## src/masked_packed_integer_alu_unit_macros.svh

```systemverilog
// ----------------------------------------------------------------------------
// Assertion macros for the masked packed integer ALU
// Shorthand for clocked implications, checked only while out of reset.
// ----------------------------------------------------------------------------
`ifndef MASKED_PACKED_INTEGER_ALU_UNIT_MACROS_SVH
`define MASKED_PACKED_INTEGER_ALU_UNIT_MACROS_SVH

// The consequent must hold in the same cycle as the antecedent.
`define MPIA_ASSERT_SAME(lbl, clk, rst_n, ante, cons) \
  lbl: assert property (@(posedge clk) disable iff (!(rst_n)) (ante) |-> (cons)) \
    else $error("same-cycle implication failed");

// The consequent must hold in the cycle after the antecedent.
`define MPIA_ASSERT_NEXT(lbl, clk, rst_n, ante, cons) \
  lbl: assert property (@(posedge clk) disable iff (!(rst_n)) (ante) |=> (cons)) \
    else $error("next-cycle implication failed");

`endif

```

## src/mpia_pkg.sv

```systemverilog
// ----------------------------------------------------------------------------
// mpia_pkg
// Types and constants shared by the masked packed integer ALU.
// ----------------------------------------------------------------------------
`timescale 1ns / 1ps

package mpia_pkg;

  localparam int DATA_W      = 64;
  localparam int BYTES       = 8;
  localparam int IN_TDATA_W  = 256;
  localparam int IN_TUSER_W  = 10;
  localparam int OUT_TDATA_W = 64;

  typedef enum logic [2:0] {
    OP_XOR = 3'd0,
    OP_AND = 3'd1,
    OP_OR  = 3'd2,
    OP_ADD = 3'd3,
    OP_SUB = 3'd4,
    OP_MOV = 3'd5
  } op_t;

  // Bytes that open a new lane, indexed by the lane size code
  // (byte, word, dword, qword).
  localparam logic [7:0] LANE_START [0:3] = '{8'hFF, 8'h55, 8'h11, 8'h01};

endpackage

```

## src/masked_packed_integer_alu_unit.sv

```systemverilog
// ----------------------------------------------------------------------------
// masked_packed_integer_alu_unit
// Throughput: one word per cycle unless out_tready stalls the output; three
// register stages (lane mask decode, lane-segmented ALU, merge and output
// register) share one stall enable, and a word passes them in that order.
// Reset: synchronous, active low; it clears the stage valid bits only.
// ----------------------------------------------------------------------------
`timescale 1ns / 1ps

`include "masked_packed_integer_alu_unit_macros.svh"

module masked_packed_integer_alu_unit (
  input  logic                               clk,
  input  logic                               rst_n,
  input  logic                               in_tvalid,
  output logic                               in_tready,
  // Low to high: vector mask, first_operand, second_operand, old_destination.
  input  logic [mpia_pkg::IN_TDATA_W-1:0]    in_tdata,
  // Low to high: op, lane_size_code, masking_on, zeroing, chunk_index.
  input  logic [mpia_pkg::IN_TUSER_W-1:0]    in_tuser,
  output logic                               out_tvalid,
  input  logic                               out_tready,
  // result_slice.
  output logic [mpia_pkg::OUT_TDATA_W-1:0]   out_tdata
);

  localparam int W = mpia_pkg::DATA_W;
  localparam int B = mpia_pkg::BYTES;

  logic                 adv;

  // Input fields.
  logic [2:0]           in_op;
  logic [1:0]           in_code;
  logic                 in_masking;
  logic                 in_zero;
  logic [2:0]           in_chunk;
  logic [W-1:0]         in_mask;

  // Stage 1: per-byte activity and operands.
  logic                 s1_valid_r;
  mpia_pkg::op_t        s1_op_r;
  logic [1:0]           s1_code_r;
  logic                 s1_zero_r;
  logic [B-1:0]         s1_act_r, s1_act_nxt;
  logic [W-1:0]         s1_a_r, s1_b_r, s1_old_r;

  // Stage 2: lane results.
  logic                 s2_valid_r;
  logic [W-1:0]         s2_res_r, s2_res_nxt;
  logic [B-1:0]         s2_act_r;
  logic                 s2_zero_r;
  logic [W-1:0]         s2_old_r;

  // Stage 3: merged output.
  logic                 out_valid_r;
  logic [W-1:0]         out_data_r, out_data_nxt;

  assign in_op      = in_tuser[2:0];
  assign in_code    = in_tuser[4:3];
  assign in_masking = in_tuser[5];
  assign in_zero    = in_tuser[6];
  assign in_chunk   = in_tuser[9:7];
  assign in_mask    = in_tdata[W-1:0];

  // The whole pipe moves when the output register is free or being drained.
  assign adv       = !out_valid_r || out_tready;
  assign in_tready = adv;

  // The vector lane index of byte j is {chunk, j} shifted right by the code,
  // since chunk * lanes is a multiple of the lane count.
  always_comb begin
    for (int j = 0; j < B; j++) begin
      logic [5:0] gidx;
      gidx = 6'({in_chunk, 3'(j)} >> in_code);
      s1_act_nxt[j] = !in_masking || in_mask[gidx];
    end
  end

  always_ff @(posedge clk) begin
    if (!rst_n) begin
      s1_valid_r <= 1'b0;
    end else if (adv) begin
      s1_valid_r <= in_tvalid;
    end
  end

  always_ff @(posedge clk) begin
    if (adv) begin
      s1_op_r   <= mpia_pkg::op_t'(in_op);
      s1_code_r <= in_code;
      s1_zero_r <= in_zero;
      s1_act_r  <= s1_act_nxt;
      s1_a_r    <= in_tdata[2*W-1:W];
      s1_b_r    <= in_tdata[3*W-1:2*W];
      s1_old_r  <= in_tdata[4*W-1:3*W];
    end
  end

  // Byte-sliced adder whose carry chain breaks at every lane start;
  // subtract adds the inverted operand with a carry-in of one per lane.
  always_comb begin
    logic         sub;
    logic         carry;
    logic [7:0]   bx;
    logic [8:0]   bsum;
    logic [W-1:0] sum;
    logic [7:0]   starts;
    sub    = (s1_op_r == mpia_pkg::OP_SUB);
    starts = mpia_pkg::LANE_START[s1_code_r];
    carry  = 1'b0;
    sum    = '0;
    for (int j = 0; j < B; j++) begin
      bx    = sub ? ~s1_b_r[j*8 +: 8] : s1_b_r[j*8 +: 8];
      bsum  = {1'b0, s1_a_r[j*8 +: 8]} + {1'b0, bx} + {8'd0, (starts[j] ? sub : carry)};
      carry = bsum[8];
      sum[j*8 +: 8] = bsum[7:0];
    end
    case (s1_op_r)
      mpia_pkg::OP_XOR: s2_res_nxt = s1_a_r ^ s1_b_r;
      mpia_pkg::OP_AND: s2_res_nxt = s1_a_r & s1_b_r;
      mpia_pkg::OP_OR:  s2_res_nxt = s1_a_r | s1_b_r;
      mpia_pkg::OP_ADD: s2_res_nxt = sum;
      mpia_pkg::OP_SUB: s2_res_nxt = sum;
      mpia_pkg::OP_MOV: s2_res_nxt = s1_b_r;
      default:          s2_res_nxt = '0;
    endcase
  end

  always_ff @(posedge clk) begin
    if (!rst_n) begin
      s2_valid_r <= 1'b0;
    end else if (adv) begin
      s2_valid_r <= s1_valid_r;
    end
  end

  always_ff @(posedge clk) begin
    if (adv) begin
      s2_res_r  <= s2_res_nxt;
      s2_act_r  <= s1_act_r;
      s2_zero_r <= s1_zero_r;
      s2_old_r  <= s1_old_r;
    end
  end

  // Inactive bytes are zeroed or take the old destination.
  always_comb begin
    for (int j = 0; j < B; j++) begin
      if (s2_act_r[j]) begin
        out_data_nxt[j*8 +: 8] = s2_res_r[j*8 +: 8];
      end else if (s2_zero_r) begin
        out_data_nxt[j*8 +: 8] = 8'd0;
      end else begin
        out_data_nxt[j*8 +: 8] = s2_old_r[j*8 +: 8];
      end
    end
  end

  always_ff @(posedge clk) begin
    if (!rst_n) begin
      out_valid_r <= 1'b0;
    end else if (adv) begin
      out_valid_r <= s2_valid_r;
    end
  end

  always_ff @(posedge clk) begin
    if (adv) begin
      out_data_r <= out_data_nxt;
    end
  end

  assign out_tvalid = out_valid_r;
  assign out_tdata  = out_data_r;

  `MPIA_ASSERT_SAME(a_out_from_s2, clk, rst_n, $rose(out_tvalid), $past(s2_valid_r))
  `MPIA_ASSERT_NEXT(a_unmasked_all_active, clk, rst_n, in_tvalid && in_tready && !in_masking, s1_act_r == 8'hFF)
  `MPIA_ASSERT_NEXT(a_zeroing_all_off, clk, rst_n, adv && s2_valid_r && s2_zero_r && s2_act_r == 8'h00, out_tdata == 64'd0)

endmodule
```

## config.mk

```make
export PLATFORM = sky130hd
export DESIGN_NAME = masked_packed_integer_alu_unit
export DESIGN_NICKNAME = d
export VERILOG_FILES = /design/src/mpia_pkg.sv /design/src/masked_packed_integer_alu_unit.sv
export VERILOG_INCLUDE_DIRS = /design/src /design/src/src
export SDC_FILE = /design/constraint.sdc
export NUM_CORES = 1
export LEC_CHECK = 0
export ABC_AREA = 1
export BUFFER_PORTS_ARGS = -buffer_cell sky130_fd_sc_hd__buf_4
export CAP_MARGIN = 20
export CORE_ASPECT_RATIO = 1.1
export CORE_UTILIZATION = 50
export DETAILED_ROUTE_END_ITERATION = 16
export PLACE_DENSITY = 0.73
export SYNTH_ARGS = -nofsm -noshare
export SYNTH_HDL_FRONTEND = slang
export SYNTH_SLANG_ARGS = --single-unit
```

## constraint.sdc

```tcl
create_clock -name clk -period 17.67 [get_ports clk]
set_input_delay 4.4175 -clock clk [delete_from_list [all_inputs] [get_ports clk]]
set_output_delay 4.4175 -clock clk [all_outputs]
set_load 0.01 [all_outputs]
```

# Word level (Yosys, flattened, before mapping)

Cells that the tools add are included.

Flip-flop bits (word level): 410
Bits in latches: 0
RAM bits: 0
Memory bits (read-only): 0
Input bits: 270
Output and inout port bits: 66
Word-level logic and storage cells: 130
Memories: 0

$add $sub $neg: 16
Multiply operators: 0
Div/mod/pow operators: 0
Magnitude comparators: 9
Equality and inequality tests: 5
Shift-type cells: 8
Muxes and demuxes: 52
Bitwise logic cells: 12
Reductions and logical operators: 13

Operators with widths:

| cell                                                                  | count |
|---|---|
| 64-bit one-hot mux with 5 select lines                                | 1 |
| 8-bit 2-to-1 mux                                                      | 26 |
| 64-bit bitwise AND                                                    | 1 |
| 8-bit inverter                                                        | 8 |
| 64-bit bitwise OR                                                     | 1 |
| 64-bit XOR                                                            | 1 |
| 8-bit by 8-bit adder with 9-bit output                                | 7 |
| 9-bit by 1-bit adder with 9-bit output                                | 7 |
| 6-bit by 7-bit < comparator with 1-bit output, second input constant  | 8 |
| 1-bit binary-select mux with 6-bit select                             | 8 |
| 6-bit by 2-bit >> shifter with 6-bit output                           | 8 |
| 8-bit binary-select mux with 2-bit select                             | 1 |
| 1-bit 2-to-1 mux                                                      | 16 |
| 1-bit logical OR                                                      | 9 |
| 8-bit by 1-bit adder with 8-bit output                                | 1 |
| 8-bit adder                                                           | 1 |
| 3-bit by 2-bit equality test with 1-bit output, second input constant | 2 |
| 3-bit equality test, second input constant                            | 2 |
| 3-bit by 1-bit equality test with 1-bit output, second input constant | 1 |
| 3-bit greater-or-equal comparator, second input constant              | 1 |
| 3-bit logical NOT                                                     | 1 |
| 2-bit inverter with 3-bit output                                      | 1 |
| 1-bit logical NOT                                                     | 2 |
| 2-bit OR reduction                                                    | 1 |

# Depth between registers and ports, before layout

Gate-level depths: netlist (run 1).

Word-level depth: 21
Gate-level depth with buffers: 105

# Least setup slack after synthesis (run 1)

OpenSTA, ideal clock, no wires.

Path kind: input port to output port
From: input port out_tready
To: output port in_tready
Arrival time: 12.401 ns
Required time: 13.252 ns
Slack: 0.852 ns
Stages: 2
Cell sequence: nor2_1 > inv_1

Cells in the longest elaborated chain, start to end: 1

Ends and longest elaborated chain:

| what               | RTL line                             | source |
|---|---|---|
| start: declaration | masked_packed_integer_alu_unit.sv:22 | `input logic out_tready,` |
| 1-bit logical OR   | masked_packed_integer_alu_unit.sv:67 | `assign adv = !out_valid_r \|\| out_tready;` |
| end: declaration   | masked_packed_integer_alu_unit.sv:16 | `output logic in_tready,` |

Every way passes these cells.

# Final worst setup path (run 1)

From: register s1_op_r[1]
To: register s2_res_r[62] (data pin)

Cells in the longest elaborated chain, start to end: 19

Ends and longest elaborated chain:

| what                                     | RTL line                                                                     | source |
|---|---|---|
| start: declaration                       | masked_packed_integer_alu_unit.sv:42                                         | `mpia_pkg::op_t s1_op_r;` |
| start signal: assignment                 | masked_packed_integer_alu_unit.sv:90                                         | `s1_op_r <= mpia_pkg::op_t'(in_op);` |
| 3-bit equality test                      | masked_packed_integer_alu_unit.sv:109, masked_packed_integer_alu_unit.sv:119 |  |
| 8-bit 2-to-1 mux                         | masked_packed_integer_alu_unit.sv:114                                        | `bx = sub ? ~s1_b_r[j*8 +: 8] : s1_b_r[j*8 +: 8];` |
| 8-bit by 8-bit adder with 9-bit output   | masked_packed_integer_alu_unit.sv:115                                        | `bsum = {1'b0, s1_a_r[j*8 +: 8]} + {1'b0, bx} + {8'd0, (starts[j] ? sub : carry)};` |
| 9-bit by 1-bit adder with 9-bit output   | masked_packed_integer_alu_unit.sv:115                                        |  |
| 1-bit 2-to-1 mux                         | masked_packed_integer_alu_unit.sv:115                                        |  |
| 9-bit by 1-bit adder with 9-bit output   | masked_packed_integer_alu_unit.sv:115                                        |  |
| 1-bit 2-to-1 mux                         | masked_packed_integer_alu_unit.sv:115                                        |  |
| 9-bit by 1-bit adder with 9-bit output   | masked_packed_integer_alu_unit.sv:115                                        |  |
| [... 4 more ...]                         | --                                                                           |  |
| 1-bit 2-to-1 mux                         | masked_packed_integer_alu_unit.sv:115                                        |  |
| 9-bit by 1-bit adder with 9-bit output   | masked_packed_integer_alu_unit.sv:115                                        |  |
| 1-bit 2-to-1 mux                         | masked_packed_integer_alu_unit.sv:115                                        |  |
| 9-bit by 1-bit adder with 9-bit output   | masked_packed_integer_alu_unit.sv:115                                        |  |
| 1-bit 2-to-1 mux                         | masked_packed_integer_alu_unit.sv:115                                        |  |
| 8-bit by 1-bit adder with 8-bit output   | masked_packed_integer_alu_unit.sv:115                                        |  |
| 64-bit one-hot mux with 5 select lines * | masked_packed_integer_alu_unit.sv:119                                        | `case (s1_op_r)` |
| net s2_res_nxt[62]                       | masked_packed_integer_alu_unit.sv:50                                         | `logic [W-1:0] s2_res_r, s2_res_nxt;` |
| end signal: assignment                   | masked_packed_integer_alu_unit.sv:140                                        | `s2_res_r <= s2_res_nxt;` |
| end: declaration                         | masked_packed_integer_alu_unit.sv:50                                         |  |

Mark *: on every way through the listed nets, which the timed path passes. The rest lies on a longest branch.
A chain may end at the register's enable or synchronous reset.

==> summary.md, run 1 <==
| Metric | Value |
|---|---|
| Status | finished clean |
| Critical Path RT | 17970 ps |
| Setup Crit Path Kind | reg2reg |
| Share of synthesized area occupied by flip-flops and latches | 0.506 |
| Clock latency on the worst-skew pair | 550 ps |
| Met3 Use GR | 0.0372 |
| CP max-delay cell | fa_1 |
| WL per Instance | 20.5 um |
| Placer congestion estimate | 0.960 |
| Worst setup path start | s1_op_r[1] |
| Largest net degree at the start of global routing | 93 |
| Worst-path fanout max | 21 |
| CP Launch Type | flop |
| Rows | 84 |
| Top cells by area, synth | edfxtp_1 50%, nand2_1 12%, ha_1 9.4%, nand3_1 7.5%, inv_1 3.5% |
| Core Area | 47800 um^2 |
| Place WS | 1770 ps |
| Buf/Inv on CP | 6 |
| CP Capture Type | flop |
| Met2 global-route usage | 0.499 |
| Fin Setup TNS | 0 ps |
| #FFs+latches synth | 410 |
| GRT overflow | 0 |
| Vias post-DR | 20100 |
| Gr usage total | 0.291 |
| Met1 GRT Util | 0.347 |
| Die Ht | 233 um |
| Leakage | 13.3 nW |
| Max Cap Viol | 0 |
| Max transition margin | 0.260 |
| RSZ-0062 raised after global routing | no |
| Average cell area after synthesis | 9.40 um^2 |
| Endpoints failing setup | 0 |
| Final Hold Fails | 0 |
| Minimum clock period | 16040 ps |
| Drt drc | 0 |
| Slowest stage delay, CP | 510 ps |
| Share of layout cells above drive strength 1 | 0.160 |
| Syn nets | 3052 |
| CP delay by family, top | adder cells |
| Clock input transition at the sequential cells of the worst setup and hold paths | 70 ps |
| Final Non-Filler Cells | 3542 |
| Most Crowded Layer GR | met2 |
| Placed cells | 3463 |
| Area growth, synth to finish | 16.9% |
| TritonRoute pass-1 iters | 6 |
| Final antenna-violating net count | 0 |
| PortBufs | 335 |
| Final #Nets | 3330 |
| Clk sink count | 410 |
| Cell area after layout | 28400 um^2 |
| Post-CTS setup buffers | 0 |
| Max VDD drop | 64.7 uV |
| First-pass GRT wire length | 109000 um |
| CTS Buf Count | 40 |
| Synthesized area | 24300 um^2 |
| Initial antenna violation count | 6 |
| Post-synth top flop | edfxtp_1 |
| CTS max path bufs | 3 |
| Hpwl dp | 51100 um |
| R2R Path Start | s1_op_r[1] |
| Ys async rst share | 0 |
| Flop2flop setup slack | 1630 ps |
| Placed cell areas | 27100 um^2 |
| Worst r2r path cells | 103 |
| Critical path arrival | 16330 ps |
| Crit share post-route | 0.908 |
| Ys Warns | 0 |
| Post-Syn Instances | 2584 |
| # resized after CTS | 0 |
| Ports | 336 |
| DRT iter0 DRCs | 1703 |
| # fillers | 4004 |
| Number of hold buffers added after CTS | 0 |
| Cell depth of the worst setup path | 103 |
| CP dominant cell by count | nand2_1 |
| Worst slew pin tran | 1110 ps |
| Clock H-tree levels | 2 |
| Starting density of the core | 0.508 |
| Post-synth EDFFs | 407 |
| Drt via density | 5.67 |
| CTS tree | yes |
| End point of the critical path | s2_res_r[62] |
| Synth top area share | 0.503 |
| Slew Limit Fails | 0 |
| Yosys top cell by area | edfxtp_1 |
| HP Class | reg2reg |
| CTS Root Cell | clkbuf_16 |
| Die area | 49400 um^2 |
| Skew final | 16.7 ps |
| Final WL | 72500 um |
| Vias in the first global route | 19400 |
| PwrDens | 92.7 nW/um^2 |
| R2R Path End | s2_res_r[62] |
| Post-synth cell types | 46 |
| Worst Setup Slack, final | 1630 ps |
| Max Clock Freq | 0.0624 GHz |
| Die span in x | 212 um |
[cell usage after synthesis, types with 10 or more instances]
master     instances
a21oi_1           34
a221oi_1          47
a22oi_1           15
buf_2             43
buf_4             11
buf_6             16
clkbuf_1          42
edfxtp_1         407
fa_1              15
ha_1             183
inv_1            227
inv_2             10
nand2_1          804
nand2_4           11
nand3_1          366
nor2_1            72
o2111ai_1         15
o211ai_1          23
o21ai_0           79
o21ai_1           10
o22ai_1           23
xor2_1            63
[sequential cells by signal, summed over array words and instances (netlist names)]
signal / cells
out_tdata: 64
out_tvalid: 1
s1_a_r: 64
s1_act_r: 8
s1_b_r: 64
s1_code_r: 2
s1_old_r: 64
s1_op_r: 3
s1_valid_r: 1
s1_zero_r: 1
s2_act_r: 8
s2_old_r: 64
s2_res_r: 64
s2_valid_r: 1
s2_zero_r: 1
[worst min path at each step]
stage / end / start / depth (start not counted) / slack [ps]
floorplan: s2_act_r[0] / s1_act_r[0] / 0 / 400
global placement: s2_old_r[6] / s1_old_r[6] / 0 / 400
detailed placement: s2_old_r[45] / s1_old_r[45] / 0 / 400
CTS: s2_old_r[5] / s1_old_r[5] / 0 / 420
global route: s2_old_r[53] / s1_old_r[53] / 0 / 420
finish: s2_old_r[5] / s1_old_r[5] / 0 / 410
[where the power goes]
| part | total, W | internal [W] | switching [W] | leakage [nW] |
|---|---|---|---|---|
| Sequential | 0.00126 | 0.00120 | 0.0000564 | 4.38 |
| Clock | 0.000807 | 0.000442 | 0.000365 | 0.594 |
| Combinational | 0.000566 | 0.000224 | 0.000341 | 8.28 |
| Total | 0.00263 | 0.00187 | 0.000762 | 13.3 |
[final cells by class]
class | instances | area [um^2] | area share
antenna | 5 | 12.5 | 0.000441
inverter | 239 | 910 | 0.0320
clock buffer | 47 | 1050 | 0.0369
timing repair buffer | 352 | 2680 | 0.0942
tap | 645 | 807 | 0.0284
clock inverter | 25 | 171 | 0.00604
multi-input combinational | 1819 | 10500 | 0.369
sequential | 410 | 12300 | 0.433
[kinds of logic after synthesis]
group | synth area share
AO/OA/AOI/OAI | 0.0737
XOR/XNOR | 0.0231
adder cells (fa/ha/maj) | 0.107
buffers and inverters | 0.0640
flip-flops | 0.506
AND/OR/NAND/NOR | 0.227
[per-layer routing]
layer / up-vias / share of wire
met5: - / 0.00019
met4: 2 / 0.060
met3: 183 / 0.067
met2: 835 / 0.49
met1: 9627 / 0.38
li1: 9438 / -
[through the flow]
step           hold slack, ps  total power, W  utilization
2_1_floorplan             400         0.00161            -
3_3_place_gp              401         0.00182        0.567
4_1_cts                   415         0.00265        0.592
5_1_grt                   424         0.00275        0.594
6_report                  410         0.00263        0.594
3_5_place_dp              405         0.00184        0.567
[cell usage in the layout, fill, tap and decap left out, types with 5 or more instances in the layout]
master,instances
nand2_1,803
edfxtp_1,407
nand3_1,366
buf_4,350
inv_1,226
ha_1,183
o21ai_0,79
nor2_1,72
xor2_1,63
a221oi_1,47
clkbuf_16,41
a21oi_1,34
o211ai_1,23
o22ai_1,23
a22oi_1,15
o2111ai_1,15
fa_1,15
nand2_4,12
inv_2,10
or2_2,10
o21ai_1,10
o221ai_1,9
clkinv_2,9
nand2_2,7
clkinv_1,7
clkbuf_1,6
diode_2,5
nand3b_1,5
Note: power is estimated with default switching activity, not from simulation.
==> inputs of run 2 (changes only) <==
CORE_ASPECT_RATIO = 0.75   (was 1.1)
CORE_MARGIN = 2   (was not set)
SLEW_MARGIN = 20   (was not set)
==> run 2 against run 1 <==
Effect of this change:
- wire length shrank 1.8%
- design area rose by 0.48%
- combinational power increased by 0.7%
- die area up 1.8%
- critical path type unchanged
- critical endpoint unchanged
==> summary.md, run 2 (synthesized netlist as in run 1, its figures left out) <==
| Metric | Value |
|---|---|
| Status | finished clean |
| Fin Setup TNS | 0 ps |
| Critical path arrival | 16230 ps |
| R2R Path Start | s1_op_r[0] |
| Largest net degree at the start of global routing | 86 |
| Die Ht | 195 um |
| Endpoints failing setup | 0 |
| Core Area | 47700 um^2 |
| Setup Crit Path Kind | reg2reg |
| CP Capture Type | flop |
| Post-route core utilization | 0.599 |
| Vias post-DR | 20300 |
| Share of layout cells above drive strength 1 | 0.165 |
| Final hold slack | 409 ps |
| Commonest non-fill, non-tap cell in the layout | nand2_1 |
| Worst slew pin tran | 1130 ps |
| Skew final | 27.4 ps |
| CP dominant cell by count | nand2_1 |
| PortBufs | 335 |
| Placed cells | 3458 |
| CTS tree | yes |
| Max VDD drop | 70.2 uV |
| Max Clock Freq | 0.0629 GHz |
| Minimum clock period | 15910 ps |
| PwrDens | 94.8 nW/um^2 |
| CTS max path bufs | 3 |
| RSZ-0062 raised after global routing | no |
| CP max-delay cell | fa_1 |
| Initial antenna violation count | 10 |
| HP Class | reg2reg |
| Ports | 336 |
| Clock H-tree levels | 2 |
| Slowest stage delay, CP | 480 ps |
| Leakage | 13.3 nW |
| Placer congestion estimate | 0.946 |
| Die area | 50400 um^2 |
| Final WL | 71200 um |
| Final Total Pwr | 0.00270 W |
| Flop2flop setup slack | 1760 ps |
| DRT iter0 DRCs | 2039 |
| Worst r2r path cells | 103 |
| Hold Crit Start | s1_old_r[34] |
| Worst Hold Endpoint | s2_old_r[34] |
| Final #Nets | 3336 |
| CP Launch Type | flop |
| Max Cap Viol | 0 |
| Starting density of the core | 0.509 |
| First-pass GRT wire length | 108000 um |
| Slew Limit Fails | 0 |
| WL per Instance | 20.1 um |
| CTS Buf Count | 42 |
| R2R Path End | s2_res_r[62] |
| Drt drc | 0 |
| TritonRoute pass-1 iters | 6 |
| Clock input transition at the sequential cells of the worst setup and hold paths | 70 ps |
| Die span in x | 258 um |
| Crit share post-route | 0.900 |
| Number of hold buffers added after CTS | 0 |
| Max transition margin | 0.248 |
| Final Hold Fails | 0 |
| Clk sink count | 410 |
| Vias in the first global route | 19500 |
| Final antenna-violating net count | 0 |
| Clock latency on the worst-skew pair | 580 ps |
| Commonest non-fill, non-tap cells in the layout | 803 x nand2_1, 407 x edfxtp_1, 366 x nand3_1 |
| Rows | 69 |
| CTS Root Cell | clkbuf_16 |
| GRT overflow | 0 |
| Critical Path RT | 17990 ps |
| Drt via density | 5.72 |
| Worst-path fanout max | 17 |
| Area growth, synth to finish | 17.5% |
| Hold Path Stages | 0 |
| Hpwl dp | 48800 um |
| CP delay by family, top | adder cells |
| Final Non-Filler Cells | 3547 |
| Buf/Inv on CP | 6 |
| Gr usage total | 0.276 |
[run 2: changes by cell type in the layout (fill, tap and decap cells not counted), moves of 2 or more]
cell        before  now
diode_2          5    7
clkbuf_16       41   43
clkinvlp_4       4    8
o21ai_2          1    4
clkinv_2         9    4
o21ai_4          3    1
buf_4          350  355
[run 2: area by class of cell]
type	instances	area, um^2
clock inverter	28	251
multi-input combinational	1820	10500
clock buffer	49	1100
inverter	239	910
tap	639	800
fill	4034	19100
sequential	410	12300
antenna	7	17.5
timing repair buffer	355	2670
[run 2: what timing repair did]
| item | in CTS | in global routing |
|---|---|---|
| resized for setup | 0 | 5 |
| setup buffers | 0 | 4 |
| setup endpoints to repair | 0 | 4 |
[run 2: per-layer routing]
| layer | track usage | vias up | routed length, um |
|---|---|---|---|
| met1 | 0.380 | 9708 | 30400 |
| met3 | 0.0459 | 174 | 5860 |
| met5 | 0 | - | 40 |
| met2 | 0.433 | 945 | 32300 |
| met4 | 0.116 | 6 | 2570 |
| li1 | - | 9464 | - |
[run 2: how the worst max path moves through the flow]
stage,startpoint,endpoint,cells past startpoint
after floorplan,out_tready,in_tready,2
after global placement,s1_op_r[1],s2_res_r[62],103
after detailed placement,s1_op_r[1],s2_res_r[62],103
after CTS,s1_op_r[1],s2_res_r[62],103
after global routing,s1_op_r[0],s2_res_r[62],103
final,s1_op_r[0],s2_res_r[62],103
[run 2: power by group]
part / switching, W / internal, W
Combinational: 0.000346 / 0.000225
Clock: 0.000393 / 0.000484
Sequential: 0.0000546 / 0.00120
Total: 0.000793 / 0.00191
[run 2: metrics by stage]
stage / cell area (um^2) / setup slack (ps)
floorplan: 24300 / 852
global placement: 27100 / 1700
detailed placement: 27100 / 1160
CTS: 28400 / 1120
global route: 28500 / 77.9
finish: 28500 / 1760
==> inputs of run 3 (changes only) <==
MAX_ROUTING_LAYER = met4   (was not set)
==> run 3 against run 2 <==
Effect of this change:
- utilization about the same
- die area unchanged
- clock-buffer cell count shrank 4
- register-to-register slack got worse by 160 ps
- wire length increased by 0.49%
- sequential share of layout area is essentially flat
==> summary.md, run 3 (synthesized netlist as in run 1, its figures left out) <==
| Metric | Value |
|---|---|
| Die span in x | 258 um |
| CP dominant cell by count | nand2_1 |
| Starting density of the core | 0.509 |
| Max Cap Viol | 0 |
| Share of layout cells above drive strength 1 | 0.162 |
| Worst r2r path cells | 103 |
| Hpwl dp | 49700 um |
| Final #Nets | 3331 |
| Clk pwr share | 0.330 |
| GRT overflow | 0 |
| Clock input transition at the sequential cells of the worst setup and hold paths | 60 ps |
| Area growth, synth to finish | 17.4% |
| Skew final | 21.2 ps |
| Critical Path RT | 17980 ps |
| Hold Path Stages | 0 |
| CTS Buf Count | 41 |
| HP Class | reg2reg |
| Placed cell areas | 27100 um^2 |
| Post-CTS setup buffers | 0 |
| CP Launch Type | flop |
| Status | finished clean |
| Worst slew pin tran | 1070 ps |
| CP Capture Type | flop |
| Gr usage total | 0.286 |
| Vias post-DR | 20200 |
| Minimum clock period | 16070 ps |
| DRT iter0 DRCs | 2061 |
| Core Area | 47700 um^2 |
| Worst Hold Endpoint | s2_old_r[7] |
| Final WL | 71600 um |
| Clock H-tree levels | 2 |
| Flop2flop setup slack | 1600 ps |
| R2R Path End | s2_res_r[62] |
| Hold Crit Start | s1_old_r[7] |
| PwrDens | 95.7 nW/um^2 |
| Power Internal | 0.00195 W |
| Final antenna-violating net count | 0 |
| Max Clock Freq | 0.0622 GHz |
| Rows | 69 |
| First-pass GRT wire length | 108000 um |
| Crit share post-route | 0.909 |
| Leakage | 13.3 nW |
| TritonRoute pass-1 iters | 6 |
| # fillers | 3973 |
| CTS Root Cell | clkbuf_16 |
| Vias in the first global route | 19400 |
| Worst-path fanout max | 8 |
| Commonest non-fill, non-tap cell in the layout | nand2_1 |
| Endpoints failing setup | 0 |
| WL per Instance | 20.2 um |
| CTS tree | yes |
| Largest net degree at the start of global routing | 82 |
| Ports | 336 |
| Psw | 0.000781 W |
| Clock latency on the worst-skew pair | 570 ps |
| CTS max path bufs | 3 |
| CP max-delay cell | edfxtp_1 |
| Drt via density | 5.71 |
| Final Total Pwr | 0.00273 W |
| Cell area after layout | 28500 um^2 |
| R2R Path Start | s1_op_r[1] |
| Max transition margin | 0.284 |
| Commonest non-fill, non-tap cells in the layout | 803 x nand2_1, 407 x edfxtp_1, 366 x nand3_1 |
| Initial antenna violation count | 8 |
| Die area | 50400 um^2 |
| Clk sink count | 410 |
| Placer congestion estimate | 0.987 |
| PortBufs | 335 |
| Slew Limit Fails | 0 |
| Setup Crit Path Kind | reg2reg |
| Comb pwr share | 0.210 |
| Die Ht | 195 um |
| Switching Share | 0.286 |
| Flop pwr share | 0.461 |
| Drt drc | 0 |
| Slowest stage delay, CP | 500 ps |
| Final Hold Fails | 0 |
| RSZ-0062 raised after global routing | no |
| Critical path arrival | 16380 ps |
| Max VDD drop | 68.5 uV |
| Fin Setup TNS | 0 ps |
==> run 3: changes by cell type in the layout (fill, tap and decap cells not counted), sizes merged <==
cell / change
clkinvlp: -5
bufinv: +4
clkbuf: -4
buf: -3
clkinv: +3
diode: +2
inv: -1
nand2: -1
==> run 3: timing repair <==
action | in CTS | in global routing
resized for setup | 0 | 3
endpoints found under the setup margin | 0 | 1
hold buffers | 0 | 0
==> run 3: cell type report <==
| cell class | count | area, um^2 | share of cell area |
|---|---|---|---|
| Sequential cell | 410 | 12300 | 0.431 |
| Timing Repair Buffer | 352 | 2640 | 0.0927 |
| Multi-Input combinational cell | 1819 | 10500 | 0.367 |
| Inverter | 239 | 910 | 0.0319 |
| Clock buffer | 45 | 1040 | 0.0365 |
| Clock inverter | 29 | 339 | 0.0119 |
| Antenna cell | 9 | 22.5 | 0.000790 |
| Tap cell | 639 | 800 | 0.0280 |
==> run 3: through the flow <==
stage	setup slack, ps	cells	hold WS (ps)	utilization
6_report	1600	3542	412	0.598
3_5_place_dp	1540	3459	405	0.569
2_1_floorplan	852	2584	400	-
3_3_place_gp	2100	3459	402	0.569
4_1_cts	1450	3533	413	0.598
5_1_grt	64.2	3542	424	0.598
==> run 3: metal layers <==
layer | GRT usage | vias up | part of all wire
met5 | - | - | 0
met4 | 0.105 | 0 | 0.034
met3 | 0.0520 | 168 | 0.089
met2 | 0.436 | 923 | 0.45
met1 | 0.383 | 9678 | 0.42
li1 | - | 9453 | -
==> run 3: worst max path at each step <==
stage | startpoint | end | cells after the start
4_1_cts | s1_op_r[1] | s2_res_r[62] | 103
3_5_place_dp | s1_op_r[1] | s2_res_r[62] | 103
3_3_place_gp | s1_op_r[1] | s2_res_r[62] | 103
2_1_floorplan | out_tready | in_tready | 2
6_report | s1_op_r[1] | s2_res_r[62] | 103
5_1_grt | s1_op_r[1] | s2_res_r[62] | 103
==> run 3: power by group through the flow <==
stage | logic [W] | registers [W] | clock network [W]
floorplan | 0.000332 | 0.00128 | 0
global placement | 0.000542 | 0.00127 | 0
detailed placement | 0.000561 | 0.00128 | 0
CTS | 0.000565 | 0.00126 | 0.000919
global route | 0.000632 | 0.00127 | 0.000953
finish | 0.000571 | 0.00126 | 0.000899
==> run 3: critical path, delay by kind of cell (launching register included) <==
| family | cells | cell delay (ps) |
|---|---|---|
| adder cells (fa/ha/maj) | 15 | 6660 |
| flip-flops | 1 | 500 |
| AND/OR/NAND/NOR | 62 | 4770 |
| buffers and inverters | 6 | 500 |
| AO/OA/AOI/OAI | 19 | 3140 |
| XOR/XNOR | 1 | 200 |
